**src/rtl/nearest_neighbor_area_scaler_assert.svh**
```systemverilog
// assertion macros shared by the scaler's rtl modules
// expects a clock named clk and an active-low reset named arst_n in scope
`ifndef NEAREST_NEIGHBOR_AREA_SCALER_ASSERT_SVH
`define NEAREST_NEIGHBOR_AREA_SCALER_ASSERT_SVH

// consequent checked in the same cycle as the antecedent
`define NNAS_ASSERT_SAME(name, ante, cons) \
	name: assert property (@(posedge clk) disable iff (!arst_n) (ante) |-> (cons)) \
		else $error("nnas: same-cycle check failed");

// consequent checked in the cycle after the antecedent
`define NNAS_ASSERT_NEXT(name, ante, cons) \
	name: assert property (@(posedge clk) disable iff (!arst_n) (ante) |=> (cons)) \
		else $error("nnas: next-cycle check failed");

`endif

```
**src/rtl/nnas_pkg.sv**
```systemverilog
// shared types and constants of the nearest neighbour area scaler
// no dependencies
package nnas_pkg;

	localparam int COORD_W = 16;
	localparam int COLOR_W = 32;
	localparam int ADDR_W  = 22;
	localparam int CFG_W   = 12;
	localparam int APB_W   = 32;
	localparam int PADDR_W = 4;

	// configuration register indexes (byte address / 4)
	typedef enum logic [1:0] {
		CFG_SRC_WIDTH  = 2'd0,
		CFG_SRC_HEIGHT = 2'd1,
		CFG_DST_WIDTH  = 2'd2,
		CFG_DST_HEIGHT = 2'd3
	} nnas_cfg_idx_t;

	// controller states
	typedef enum logic [6:0] {
		S_IDLE  = 7'b0000001,
		S_CHECK = 7'b0000010,
		S_DIVS  = 7'b0000100,
		S_DIVW  = 7'b0001000,
		S_SPAN  = 7'b0010000,
		S_BASE  = 7'b0100000,
		S_EMIT  = 7'b1000000
	} nnas_state_t;

	// controller to datapath
	typedef struct packed {
		logic ready;
		logic check;
		logic div_start;
		logic span;
		logic base;
		logic emit;
	} nnas_cmd_t;

	// datapath to controller
	typedef struct packed {
		logic take;
		logic on_screen;
		logic div_busy;
		logic span_empty;
		logic out_free;
		logic emit_last;
	} nnas_status_t;

endpackage

```
**src/rtl/nnas_pixel_if.sv**
```systemverilog
// source pixel channel: valid/ready handshake with the pixel item
// depends on nnas_pkg
interface nnas_pixel_if;
	logic                                 valid;
	logic                                 ready;
	logic                                 first_of_area;
	logic signed [nnas_pkg::COORD_W-1:0]  area_left;
	logic signed [nnas_pkg::COORD_W-1:0]  area_top;
	logic signed [nnas_pkg::COORD_W-1:0]  area_right;
	logic        [nnas_pkg::COLOR_W-1:0]  pixel_color;

	modport source (
		output valid, first_of_area, area_left, area_top, area_right, pixel_color,
		input  ready
	);
	modport sink (
		input  valid, first_of_area, area_left, area_top, area_right, pixel_color,
		output ready
	);
endinterface

```
**src/rtl/nnas_write_if.sv**
```systemverilog
// framebuffer write channel: valid/ready handshake with the write item
// depends on nnas_pkg
interface nnas_write_if;
	logic                          valid;
	logic                          ready;
	logic [nnas_pkg::ADDR_W-1:0]   write_address;
	logic [nnas_pkg::COLOR_W-1:0]  write_color;
	logic                          last_write;

	modport source (
		output valid, write_address, write_color, last_write,
		input  ready
	);
	modport sink (
		input  valid, write_address, write_color, last_write,
		output ready
	);
endinterface

```
**src/rtl/nnas_div.sv**
```systemverilog
// restoring divider, one quotient bit per cycle
// no dependencies; the caller guarantees the quotient fits in DIM_W bits
module nnas_div #(
	parameter int DIM_W = 12
) (
	input  logic                 clk,
	input  logic                 arst_n,
	input  logic                 start,
	input  logic [2*DIM_W-1:0]   dividend,
	input  logic [DIM_W-1:0]     divisor,
	output logic [DIM_W-1:0]     quotient,
	output logic                 busy
);
	localparam int STEP_W = $clog2(DIM_W + 1);

	logic [STEP_W-1:0] step_q;
	logic              busy_q;
	logic [DIM_W-1:0]  rem_q;
	logic [DIM_W-1:0]  quo_q;
	logic [DIM_W:0]    trial;
	logic [DIM_W:0]    diff;
	logic              fits;

	// shift in the next dividend bit and try a subtract
	always_comb begin
		trial = {rem_q, quo_q[DIM_W-1]};
		diff  = trial - {1'b0, divisor};
		fits  = trial >= {1'b0, divisor};
	end

	// step counter
	always_ff @(posedge clk or negedge arst_n) begin
		if (!arst_n) begin
			busy_q <= 1'b0;
			step_q <= '0;
		end else if (start) begin
			busy_q <= 1'b1;
			step_q <= STEP_W'(DIM_W);
		end else if (busy_q) begin
			step_q <= step_q - 1'b1;
			if (step_q == STEP_W'(1))
				busy_q <= 1'b0;
		end
	end

	// remainder and quotient shift register
	always_ff @(posedge clk) begin
		if (start) begin
			rem_q <= dividend[2*DIM_W-1:DIM_W];
			quo_q <= dividend[DIM_W-1:0];
		end else if (busy_q) begin
			rem_q <= fits ? diff[DIM_W-1:0] : trial[DIM_W-1:0];
			quo_q <= {quo_q[DIM_W-2:0], fits};
		end
	end

	assign quotient = quo_q;
	assign busy     = busy_q;

endmodule

```
**src/rtl/nnas_ctrl.sv**
```systemverilog
// controller of the scaler: sequences check, divide, span and emission
// depends on nnas_pkg and nearest_neighbor_area_scaler_assert.svh
`include "nearest_neighbor_area_scaler_assert.svh"

module nnas_ctrl (
	input  logic                   clk,
	input  logic                   arst_n,
	input  nnas_pkg::nnas_status_t st,
	output nnas_pkg::nnas_cmd_t    cmd
);
	nnas_pkg::nnas_state_t state_q;
	nnas_pkg::nnas_state_t state_d;
	logic                  emit_done;

	assign emit_done = st.out_free && st.emit_last;

	// next state and commands
	always_comb begin
		state_d = state_q;
		cmd     = '0;
		unique case (state_q)
			nnas_pkg::S_IDLE: begin
				cmd.ready = 1'b1;
				if (st.take)
					state_d = nnas_pkg::S_CHECK;
			end
			nnas_pkg::S_CHECK: begin
				cmd.check = 1'b1;
				state_d = st.on_screen ? nnas_pkg::S_DIVS : nnas_pkg::S_IDLE;
			end
			nnas_pkg::S_DIVS: begin
				cmd.div_start = 1'b1;
				state_d = nnas_pkg::S_DIVW;
			end
			nnas_pkg::S_DIVW: begin
				if (!st.div_busy)
					state_d = nnas_pkg::S_SPAN;
			end
			nnas_pkg::S_SPAN: begin
				cmd.span = 1'b1;
				state_d = nnas_pkg::S_BASE;
			end
			nnas_pkg::S_BASE: begin
				cmd.base = 1'b1;
				state_d = st.span_empty ? nnas_pkg::S_IDLE : nnas_pkg::S_EMIT;
			end
			nnas_pkg::S_EMIT: begin
				cmd.emit = 1'b1;
				if (st.out_free && st.emit_last)
					state_d = nnas_pkg::S_IDLE;
			end
			default: begin
				state_d = nnas_pkg::S_IDLE;
			end
		endcase
	end

	// state register
	always_ff @(posedge clk or negedge arst_n) begin
		if (!arst_n)
			state_q <= nnas_pkg::S_IDLE;
		else
			state_q <= state_d;
	end

	// the dividers only run while the controller waits for them
	`NNAS_ASSERT_SAME(a_div_busy_in_wait, st.div_busy, state_q == nnas_pkg::S_DIVW)
	// emission only ends on the last write of the item
	`NNAS_ASSERT_NEXT(a_emit_holds, state_q == nnas_pkg::S_EMIT && !emit_done, state_q == nnas_pkg::S_EMIT)

endmodule

```
**src/rtl/nnas_dpath.sv**
```systemverilog
// datapath of the scaler: position counters, span dividers, address stepping,
// output register; depends on nnas_pkg, nnas_div, the channel interfaces
// and nearest_neighbor_area_scaler_assert.svh
`include "nearest_neighbor_area_scaler_assert.svh"

module nnas_dpath #(
	parameter int MAX_UPSCALE = 8,
	parameter int DIM_W       = 12
) (
	input  logic                   clk,
	input  logic                   arst_n,
	input  nnas_pkg::nnas_cmd_t    cmd,
	output nnas_pkg::nnas_status_t st,
	input  logic [DIM_W-1:0]       src_width,
	input  logic [DIM_W-1:0]       src_height,
	input  logic [DIM_W-1:0]       dst_width,
	input  logic [DIM_W-1:0]       dst_height,
	nnas_pixel_if.sink             pixel,
	nnas_write_if.source           wr
);
	localparam int CW    = nnas_pkg::COORD_W;
	localparam int AW    = nnas_pkg::ADDR_W;
	localparam int DV_W  = 2 * DIM_W;
	localparam int CNT_W = $clog2(MAX_UPSCALE + 1);

	// position state
	logic [CW-1:0] cur_col_q, cur_row_q;
	logic [CW-1:0] col_eff, row_eff;
	logic [CW-1:0] col_q, row_q;
	logic [nnas_pkg::COLOR_W-1:0] color_q;
	logic take;

	// span calculation
	logic [DIM_W-1:0] sx, sy;
	logic [DV_W-1:0]  x_lo_c, x_hi_c, y_lo_c, y_hi_c;
	logic [DV_W-1:0]  x_lo_q, x_hi_q, y_lo_q, y_hi_q;
	logic [DIM_W-1:0] qx_lo, qx_hi, qy_lo, qy_hi;
	logic [3:0]       div_busy;
	logic [DIM_W-1:0] x_end, y_end, x_diff, y_diff;
	logic [CNT_W-1:0] x_cnt, y_cnt;
	logic [CNT_W-1:0] nx_q, ny_q;
	logic [DIM_W-1:0] x0_q, y0_q;

	// emission
	logic [AW-1:0]    base_c;
	logic [AW-1:0]    row_addr_q, col_addr_q;
	logic [CNT_W-1:0] i_q, j_q;
	logic             row_end, emit_last, out_free, load;
	logic             wr_valid_q;
	logic [AW-1:0]    wr_addr_q;
	logic [nnas_pkg::COLOR_W-1:0] wr_color_q;
	logic             wr_last_q;

	// input handshake and effective position of the incoming pixel
	assign pixel.ready = cmd.ready;
	assign take        = pixel.valid && cmd.ready;
	assign col_eff     = pixel.first_of_area ? pixel.area_left : cur_col_q;
	assign row_eff     = pixel.first_of_area ? pixel.area_top : cur_row_q;

	// raster stepping with wrap after the right edge
	always_ff @(posedge clk or negedge arst_n) begin
		if (!arst_n) begin
			cur_col_q <= '0;
			cur_row_q <= '0;
		end else if (take) begin
			if ($signed(col_eff) >= $signed(pixel.area_right)) begin
				cur_col_q <= pixel.area_left;
				cur_row_q <= CW'(row_eff + 1'b1);
			end else begin
				cur_col_q <= CW'(col_eff + 1'b1);
				cur_row_q <= row_eff;
			end
		end
	end

	// pixel being worked on
	always_ff @(posedge clk) begin
		if (take) begin
			col_q   <= col_eff;
			row_q   <= row_eff;
			color_q <= pixel.pixel_color;
		end
	end

	// ceil dividends: s*dst + src - 1 and (s+1)*dst + src - 1
	always_comb begin
		sx     = col_q[DIM_W-1:0];
		sy     = row_q[DIM_W-1:0];
		x_lo_c = DV_W'(sx) * DV_W'(dst_width) + DV_W'(src_width) - DV_W'(1);
		x_hi_c = x_lo_c + DV_W'(dst_width);
		y_lo_c = DV_W'(sy) * DV_W'(dst_height) + DV_W'(src_height) - DV_W'(1);
		y_hi_c = y_lo_c + DV_W'(dst_height);
	end

	always_ff @(posedge clk) begin
		if (cmd.check) begin
			x_lo_q <= x_lo_c;
			x_hi_q <= x_hi_c;
			y_lo_q <= y_lo_c;
			y_hi_q <= y_hi_c;
		end
	end

	// four dividers run side by side
	nnas_div #(.DIM_W(DIM_W)) u_div_xlo (
		.clk(clk), .arst_n(arst_n), .start(cmd.div_start), .dividend(x_lo_q),
		.divisor(src_width), .quotient(qx_lo), .busy(div_busy[0])
	);
	nnas_div #(.DIM_W(DIM_W)) u_div_xhi (
		.clk(clk), .arst_n(arst_n), .start(cmd.div_start), .dividend(x_hi_q),
		.divisor(src_width), .quotient(qx_hi), .busy(div_busy[1])
	);
	nnas_div #(.DIM_W(DIM_W)) u_div_ylo (
		.clk(clk), .arst_n(arst_n), .start(cmd.div_start), .dividend(y_lo_q),
		.divisor(src_height), .quotient(qy_lo), .busy(div_busy[2])
	);
	nnas_div #(.DIM_W(DIM_W)) u_div_yhi (
		.clk(clk), .arst_n(arst_n), .start(cmd.div_start), .dividend(y_hi_q),
		.divisor(src_height), .quotient(qy_hi), .busy(div_busy[3])
	);

	// span length per axis, capped at the upscale limit
	always_comb begin
		x_end  = (qx_hi > dst_width) ? dst_width : qx_hi;
		y_end  = (qy_hi > dst_height) ? dst_height : qy_hi;
		x_diff = x_end - qx_lo;
		y_diff = y_end - qy_lo;
		if (x_end <= qx_lo)
			x_cnt = '0;
		else if (x_diff > DIM_W'(MAX_UPSCALE))
			x_cnt = CNT_W'(MAX_UPSCALE);
		else
			x_cnt = CNT_W'(x_diff);
		if (y_end <= qy_lo)
			y_cnt = '0;
		else if (y_diff > DIM_W'(MAX_UPSCALE))
			y_cnt = CNT_W'(MAX_UPSCALE);
		else
			y_cnt = CNT_W'(y_diff);
	end

	always_ff @(posedge clk) begin
		if (cmd.span) begin
			nx_q <= x_cnt;
			ny_q <= y_cnt;
			x0_q <= qx_lo;
			y0_q <= qy_lo;
		end
	end

	// first destination address of the span
	assign base_c = AW'(DV_W'(y0_q) * DV_W'(dst_width)) + AW'(x0_q);

	// write stepping: columns inner, rows outer
	assign out_free  = !wr_valid_q || wr.ready;
	assign load      = cmd.emit && out_free;
	assign row_end   = CNT_W'(i_q + 1'b1) == nx_q;
	assign emit_last = row_end && (CNT_W'(j_q + 1'b1) == ny_q);

	always_ff @(posedge clk) begin
		if (cmd.base) begin
			row_addr_q <= base_c;
			col_addr_q <= base_c;
			i_q        <= '0;
			j_q        <= '0;
		end else if (load) begin
			if (row_end) begin
				i_q        <= '0;
				j_q        <= CNT_W'(j_q + 1'b1);
				row_addr_q <= row_addr_q + AW'(dst_width);
				col_addr_q <= row_addr_q + AW'(dst_width);
			end else begin
				i_q        <= CNT_W'(i_q + 1'b1);
				col_addr_q <= col_addr_q + AW'(1);
			end
		end
	end

	// output register
	always_ff @(posedge clk or negedge arst_n) begin
		if (!arst_n)
			wr_valid_q <= 1'b0;
		else if (load)
			wr_valid_q <= 1'b1;
		else if (wr.ready)
			wr_valid_q <= 1'b0;
	end

	always_ff @(posedge clk) begin
		if (load) begin
			wr_addr_q  <= col_addr_q;
			wr_color_q <= color_q;
			wr_last_q  <= emit_last;
		end
	end

	assign wr.valid         = wr_valid_q;
	assign wr.write_address = wr_addr_q;
	assign wr.write_color   = wr_color_q;
	assign wr.last_write    = wr_last_q;

	// status to the controller
	always_comb begin
		st            = '0;
		st.take       = take;
		st.on_screen  = !col_q[CW-1] && !row_q[CW-1] &&
			(col_q < CW'(src_width)) && (row_q < CW'(src_height));
		st.div_busy   = |div_busy;
		st.span_empty = (nx_q == '0) || (ny_q == '0);
		st.out_free   = out_free;
		st.emit_last  = emit_last;
	end

	// write counters stay inside the span
	`NNAS_ASSERT_SAME(a_emit_in_span, load, (i_q < nx_q) && (j_q < ny_q))
	// the last write of an item is presented with its mark set
	`NNAS_ASSERT_NEXT(a_last_marked, load && emit_last, wr.valid && wr.last_write)

endmodule

```
**src/rtl/nearest_neighbor_area_scaler.sv**
```systemverilog
// Nearest-neighbour area scaler. Pixels of a source area arrive in raster order on
// the pixel channel; for each on-screen pixel the block writes every destination
// pixel whose nearest source it is, up to MAX_UPSCALE per axis, as framebuffer
// writes on the wr channel, rows outer and columns inner, with last_write on the
// final one. One item is worked on at a time. An off-screen pixel ends at the check;
// an on-screen one goes on to the bit-serial span dividers and then one write per
// destination pixel, each held while the write channel stalls; the next pixel is
// taken while the last write still waits in the output register. Registers sit on
// an APB port at 4*index; the user must write them only while the block is idle,
// which the block itself does not enforce; values above MAX_DIM read as MAX_DIM.
// Depends on nnas_pkg, the channel interfaces, nnas_ctrl and nnas_dpath.
module nearest_neighbor_area_scaler #(
	parameter int MAX_DIM     = 2048,
	parameter int MAX_UPSCALE = 8
) (
	input  logic                           clk,
	input  logic                           arst_n,
	input  logic                           psel,
	input  logic                           penable,
	input  logic                           pwrite,
	input  logic [nnas_pkg::PADDR_W-1:0]   paddr,
	input  logic [nnas_pkg::APB_W-1:0]     pwdata,
	output logic [nnas_pkg::APB_W-1:0]     prdata,
	output logic                           pready,
	nnas_pixel_if.sink                     pixel,
	nnas_write_if.source                   wr
);
	localparam int DIM_W = $clog2(MAX_DIM + 1);
	localparam logic [DIM_W-1:0] RST_SRC_W = DIM_W'((1280 > MAX_DIM) ? MAX_DIM : 1280);
	localparam logic [DIM_W-1:0] RST_SRC_H = DIM_W'((720 > MAX_DIM) ? MAX_DIM : 720);

	logic [DIM_W-1:0] src_width_q, src_height_q, dst_width_q, dst_height_q;
	logic [nnas_pkg::CFG_W-1:0] wval;
	logic [DIM_W-1:0]           wdim;
	logic                       cfg_write;
	nnas_pkg::nnas_cfg_idx_t    cfg_idx;
	nnas_pkg::nnas_cmd_t        cmd;
	nnas_pkg::nnas_status_t     st;

	// register decode, values clamped to the largest dimension
	assign pready    = 1'b1;
	assign cfg_write = psel && penable && pwrite && pready;
	assign cfg_idx   = nnas_pkg::nnas_cfg_idx_t'(paddr[3:2]);
	assign wval      = pwdata[nnas_pkg::CFG_W-1:0];
	assign wdim      = (32'(wval) > 32'(MAX_DIM)) ? DIM_W'(MAX_DIM) : DIM_W'(wval);

	always_ff @(posedge clk or negedge arst_n) begin
		if (!arst_n) begin
			src_width_q  <= RST_SRC_W;
			src_height_q <= RST_SRC_H;
			dst_width_q  <= RST_SRC_W;
			dst_height_q <= RST_SRC_H;
		end else if (cfg_write) begin
			unique case (cfg_idx)
				nnas_pkg::CFG_SRC_WIDTH:  src_width_q  <= wdim;
				nnas_pkg::CFG_SRC_HEIGHT: src_height_q <= wdim;
				nnas_pkg::CFG_DST_WIDTH:  dst_width_q  <= wdim;
				nnas_pkg::CFG_DST_HEIGHT: dst_height_q <= wdim;
				default: ;
			endcase
		end
	end

	// register readback
	always_comb begin
		unique case (cfg_idx)
			nnas_pkg::CFG_SRC_WIDTH:  prdata = nnas_pkg::APB_W'(src_width_q);
			nnas_pkg::CFG_SRC_HEIGHT: prdata = nnas_pkg::APB_W'(src_height_q);
			nnas_pkg::CFG_DST_WIDTH:  prdata = nnas_pkg::APB_W'(dst_width_q);
			nnas_pkg::CFG_DST_HEIGHT: prdata = nnas_pkg::APB_W'(dst_height_q);
			default:                  prdata = '0;
		endcase
	end

	// sequencer
	nnas_ctrl u_ctrl (
		.clk    (clk),
		.arst_n (arst_n),
		.st     (st),
		.cmd    (cmd)
	);

	// datapath
	nnas_dpath #(
		.MAX_UPSCALE (MAX_UPSCALE),
		.DIM_W       (DIM_W)
	) u_dpath (
		.clk        (clk),
		.arst_n     (arst_n),
		.cmd        (cmd),
		.st         (st),
		.src_width  (src_width_q),
		.src_height (src_height_q),
		.dst_width  (dst_width_q),
		.dst_height (dst_height_q),
		.pixel      (pixel),
		.wr         (wr)
	);

endmodule

```
**src/flat_wrapper.sv**
```systemverilog
// flat-port wrapper written by rule: the top's interface ports become plain ports
module nearest_neighbor_area_scaler_flat 
#(
	parameter int MAX_DIM     = 2048,
	parameter int MAX_UPSCALE = 8
)
  (clk, arst_n, psel, penable, pwrite, paddr, pwdata, prdata, pready, pixel_valid, pixel_first_of_area, pixel_area_left, pixel_area_top, pixel_area_right, pixel_pixel_color, pixel_ready, wr_valid, wr_write_address, wr_write_color, wr_last_write, wr_ready);
  nnas_pixel_if pixel_i ();
  nnas_write_if wr_i ();
  input  logic clk;
  input  logic arst_n;
  input  logic psel;
  input  logic penable;
  input  logic pwrite;
  input  logic [nnas_pkg::PADDR_W-1:0] paddr;
  input  logic [nnas_pkg::APB_W-1:0] pwdata;
  output logic [nnas_pkg::APB_W-1:0] prdata;
  output logic pready;
  input wire logic [$bits(pixel_i.valid)-1:0] pixel_valid;
  input wire logic [$bits(pixel_i.first_of_area)-1:0] pixel_first_of_area;
  input wire logic [$bits(pixel_i.area_left)-1:0] pixel_area_left;
  input wire logic [$bits(pixel_i.area_top)-1:0] pixel_area_top;
  input wire logic [$bits(pixel_i.area_right)-1:0] pixel_area_right;
  input wire logic [$bits(pixel_i.pixel_color)-1:0] pixel_pixel_color;
  output wire logic [$bits(pixel_i.ready)-1:0] pixel_ready;
  output wire logic [$bits(wr_i.valid)-1:0] wr_valid;
  output wire logic [$bits(wr_i.write_address)-1:0] wr_write_address;
  output wire logic [$bits(wr_i.write_color)-1:0] wr_write_color;
  output wire logic [$bits(wr_i.last_write)-1:0] wr_last_write;
  input wire logic [$bits(wr_i.ready)-1:0] wr_ready;
  assign pixel_i.valid = pixel_valid;
  assign pixel_i.first_of_area = pixel_first_of_area;
  assign pixel_i.area_left = pixel_area_left;
  assign pixel_i.area_top = pixel_area_top;
  assign pixel_i.area_right = pixel_area_right;
  assign pixel_i.pixel_color = pixel_pixel_color;
  assign pixel_ready = pixel_i.ready;
  assign wr_valid = wr_i.valid;
  assign wr_write_address = wr_i.write_address;
  assign wr_write_color = wr_i.write_color;
  assign wr_last_write = wr_i.last_write;
  assign wr_i.ready = wr_ready;
  nearest_neighbor_area_scaler #(.MAX_DIM(MAX_DIM), .MAX_UPSCALE(MAX_UPSCALE)) u_core (.clk(clk), .arst_n(arst_n), .psel(psel), .penable(penable), .pwrite(pwrite), .paddr(paddr), .pwdata(pwdata), .prdata(prdata), .pready(pready), .pixel(pixel_i), .wr(wr_i));
endmodule
```
**config.mk**
```make
export PLATFORM = sky130hd
export DESIGN_NAME = nearest_neighbor_area_scaler_flat
export DESIGN_NICKNAME = d
export VERILOG_FILES = /design/src/rtl/nnas_pkg.sv /design/src/rtl/nnas_pixel_if.sv /design/src/rtl/nnas_write_if.sv /design/src/rtl/nnas_div.sv /design/src/rtl/nnas_ctrl.sv /design/src/rtl/nnas_dpath.sv /design/src/rtl/nearest_neighbor_area_scaler.sv /design/src/flat_wrapper.sv
export VERILOG_INCLUDE_DIRS = /design/src /design/src/rtl
export SDC_FILE = /design/constraint.sdc
export NUM_CORES = 2
export LEC_CHECK = 0
export ABC_AREA = 1
export BUFFER_PORTS_ARGS = -buffer_cell sky130_fd_sc_hd__buf_2
export CAP_MARGIN = 20
export CORE_UTILIZATION = 40
export CTS_CLUSTER_DIAMETER = 100
export DETAILED_ROUTE_END_ITERATION = 10
export SLEW_MARGIN = 20
export SYNTH_ARGS = -nofsm -noshare
export SYNTH_HDL_FRONTEND = slang
export SYNTH_SLANG_ARGS = --single-unit
```
**constraint.sdc**
```tcl
create_clock -name clk -period 29.2 [get_ports clk]
set_input_delay 4.38 -clock clk [delete_from_list [all_inputs] [get_ports clk]]
set_output_delay 4.38 -clock clk [all_outputs]
set_load 0.02 [all_outputs]
```
==> results.md <==
* Total Wirelength at between 100 and 150 mm
* Worst Setup End Kind: primary output
* H-tree levels at 2
* Hold Buf Count CTS at 0
* Yosys Warn Count at 0
* Worst slew pin tran at between 1 and 1.5 ns
* Mapped Avg Cell Area at 8.22 um^2
* Via/cell ratio at 5.03
* Max Fclk at about 95 MHz
* CTS sink cnt at around 500
* Clk pin slew, worst setup/hold paths at around 0.060 ns
* # diodes at 0
* Slowest cell on the critical path: nor2_1
* Largest net degree at the start of global routing at 83
* Setup TNS at 0 ns
* Drt wl/cell at 17.3 um
* CTS root buffer: clkbuf_16
* Storage cell area at roughly 15000 um^2
* Crit-path max FO at 11
* Worst-Skew Late Latency at ~0.70 ns
* Crit path kind: in2out
* Effective utilization at floorplan at 0.404
* Vias in the first global route at ~37000
* M1 WL at between 50 and 60 mm
* Final WS setup at approximately 19 ns
* Max Slew Vio Count at 0
* Die Ht at between 300 and 400 um
* Final setup fails at 0
* Multi-input logic area at ~27000 um^2
* Share of layout cells above drive strength 1 at 0.0761
* Top Ports at approximately 210
* Fin crit period at between 10 and 15 ns
* Sequential area share after synthesis at 0.313
* Final core utilization at 0.442
* TritonCTS buffer count at 57
* Netlist cell types at 62
* Hold WC Path Type: reg2reg
* Post-Syn Area at approximately 46000 um^2
* Area grow syn2layout at 9.32%
* Max cap viols at 0
* R2r startpoint: u_core.dst_width_q[6]$_DFFE_PN0P_
* DR pass1 iterations at 11
* Total gr overflow at 0
* Slew headroom at 0.257
* Top FF cell, synth: edfxtp_1
* Iter 0 DRT Violations at ~2600
* Flops & latches, synth at 503
* Row count at 124
* FILL cells at between 10000 and 15000
* Drc violations at 2
* Metal3 WL at 6.67 mm
* Die Span X at around 340 um
* Largest stage delay, worst path at roughly 0.56 ns
* WP data arrival at 6.15 ns
* Max clock buf depth at 3
* Post-cts sizing count at 0
* Hold path start: u_core.u_dpath.color_q[0]$_DFFE_PP_
* CP startpoint: paddr[3]
* RSZ-0062 raised after global routing: no
* Global Route Usage Sum at 0.220
* Port Buf Inserts at between 150 and 200
* Routed wire length on met2 at approximately 60 mm
* First-pass GRT wire length at between 200 and 250 mm
* Worst setup SP type: input port
* Die area at roughly 120000 um^2
* Ys async rst share at 0.215
* Nets at 6641
* EDFF count, synth at 387
* CTS tree: done
* Final period util at 0.361
* Initial antenna violation count at 3
* Total core area at 115000 um^2
* Post-route antenna net violation count at 0
* Highest metal used: met5
* Pre-CTS setup slack at 18.85 ns
* Crit path required time at 24.82 ns
* Hold Vio Cnt, Final at 0
* Post-CTS Setup Bufs at 0
* Status: finished, violations left
* Clock Skews at around 0.056 ns
* Worst-path cell chain: buf_2 > inv_1 > nor2_1 > inv_1 > o22ai_1 > a21oi_1 > o21ai_0 > buf_2
* DP Wirelength at slightly below 100 mm
* Synth Instances at 5635
* Via count at about 37000
* Failing checks: design-rule violations
* Routability cong. at ~0.93
-- kinds of logic (layout without fill, tap and decap cells) --
kind of cell | count (synthesis) | count (layout) | synth area share
AO/OA/AOI/OAI | 605 | 605 | 0.0732
XOR/XNOR | 178 | 178 | 0.0336
adder cells (fa/ha/maj) | 769 | 769 | 0.265
buffers and inverters | 1306 | 1448 | 0.110
flip-flops | 503 | 503 | 0.313
other | 2 | 21 | 0.000162
AND/OR/NAND/NOR | 2272 | 2272 | 0.205
-- worst max-delay path, delay by kind of cell --
kind / cells / cell delay [ns]
buffers and inverters: 4 / 0.64
and+or+nand+nor: 1 / 0.56
AOI/OAI and AO/OA: 3 / 0.57
-- sequential cells by signal, indices dropped and copies added (netlist names), 16 cells and up --
register	flops
u_core.u_dpath.cur_row_q	16
u_core.u_dpath.col_q	16
u_core.u_dpath.color_q	32
u_core.u_dpath.row_addr_q	22
u_core.u_dpath.wr.write_color	32
u_core.u_dpath.x_hi_q	24
u_core.u_dpath.wr.write_address	22
u_core.u_dpath.col_addr_q	22
u_core.u_dpath.y_lo_q	24
u_core.u_dpath.row_q	16
u_core.u_dpath.x_lo_q	24
u_core.u_dpath.cur_col_q	16
u_core.u_dpath.y_hi_q	24
-- synth_stat cells (10+ instances only) --
cell | instances | area (um^2)
dfstp_2 | 13 | 342
nand4_1 | 82 | 513
edfxtp_1 | 387 | 11600
nand2_1 | 1584 | 5950
buf_4 | 27 | 203
nand2_2 | 17 | 106
xnor2_1 | 48 | 420
nor3_1 | 29 | 145
ha_1 | 414 | 5180
nand3b_1 | 20 | 150
or2_2 | 18 | 113
fa_1 | 355 | 7110
o21ai_0 | 254 | 1270
nand3_1 | 235 | 1180
o21bai_1 | 14 | 105
nor2_2 | 15 | 93.8
dfrtp_1 | 95 | 2380
o211ai_1 | 11 | 82.6
inv_2 | 21 | 78.8
o21ai_1 | 34 | 170
a21oi_1 | 203 | 1020
o22ai_1 | 10 | 62.6
nor4_1 | 11 | 68.8
xor2_1 | 130 | 1140
inv_1 | 1110 | 4170
clkbuf_1 | 122 | 458
buf_2 | 20 | 100
a21o_1 | 14 | 105
o21ai_2 | 10 | 87.6
nor2_1 | 227 | 852
-- layout by cell type, fill, tap and decap left out, types with 33 or more instances in the layout --
master     count
a21oi_1      203
buf_2        169
buf_4         40
clkbuf_16     57
dfrtp_1       94
edfxtp_1     387
fa_1         355
ha_1         414
inv_1       1110
nand2_1     1584
nand3_1      235
nand4_1       82
nor2_1       227
o21ai_0      254
o21ai_1       33
xnor2_1       48
xor2_1       130
-- worst paths after layout --
path / slack [ns] / end / depth (start not counted)
max in group asynchronous: 24.13 / u_core.dst_width_q[3]$_DFFE_PN0P_ / 2
min in group asynchronous: 3.78 / u_core.u_dpath.cur_col_q[5]$_DFFE_PN0P_ / 1
setup / recovery: 18.67 / prdata[5] / 8
setup reg to reg: 21.60 / u_core.u_dpath.x_hi_q[22]$_DFFE_PN_ / 27
hold / removal: 0.42 / u_core.u_dpath.wr.write_color[0]$_DFFE_PP_ / 0
hold reg to reg: 0.42 / u_core.u_dpath.wr.write_color[0]$_DFFE_PP_ / 0
-- metrics by stage --
stage / area (um^2) / hold slack (ns) / cells
after floorplan: 46400 / 0.400 / 5654
after global placement: 48600 / 0.400 / 7200
after detailed placement: 48600 / 0.405 / 7200
after CTS: 50600 / 0.416 / 7307
after global routing: 50700 / 0.422 / 7308
final: 50700 / 0.418 / 7308
-- area by class of cell --
| cell class | instances | share of cell area |
|---|---|---|
| tap | 1512 | 0.0373 |
| clock buffer | 71 | 0.0302 |
| inverter | 1131 | 0.0838 |
| multi-input combinational | 3845 | 0.530 |
| timing repair buffer | 210 | 0.0228 |
| sequential | 503 | 0.286 |
| clock inverter | 36 | 0.00991 |
-- per-layer routing --
metal  track usage  vias up
met5             0        -
met4        0.0666        6
met3        0.0292      182
met2         0.370      859
met1         0.293    17700
li1              -    17900
Power is not shown: default switching activity piles up to over one toggle a cycle in this logic, so the estimate is an artifact.
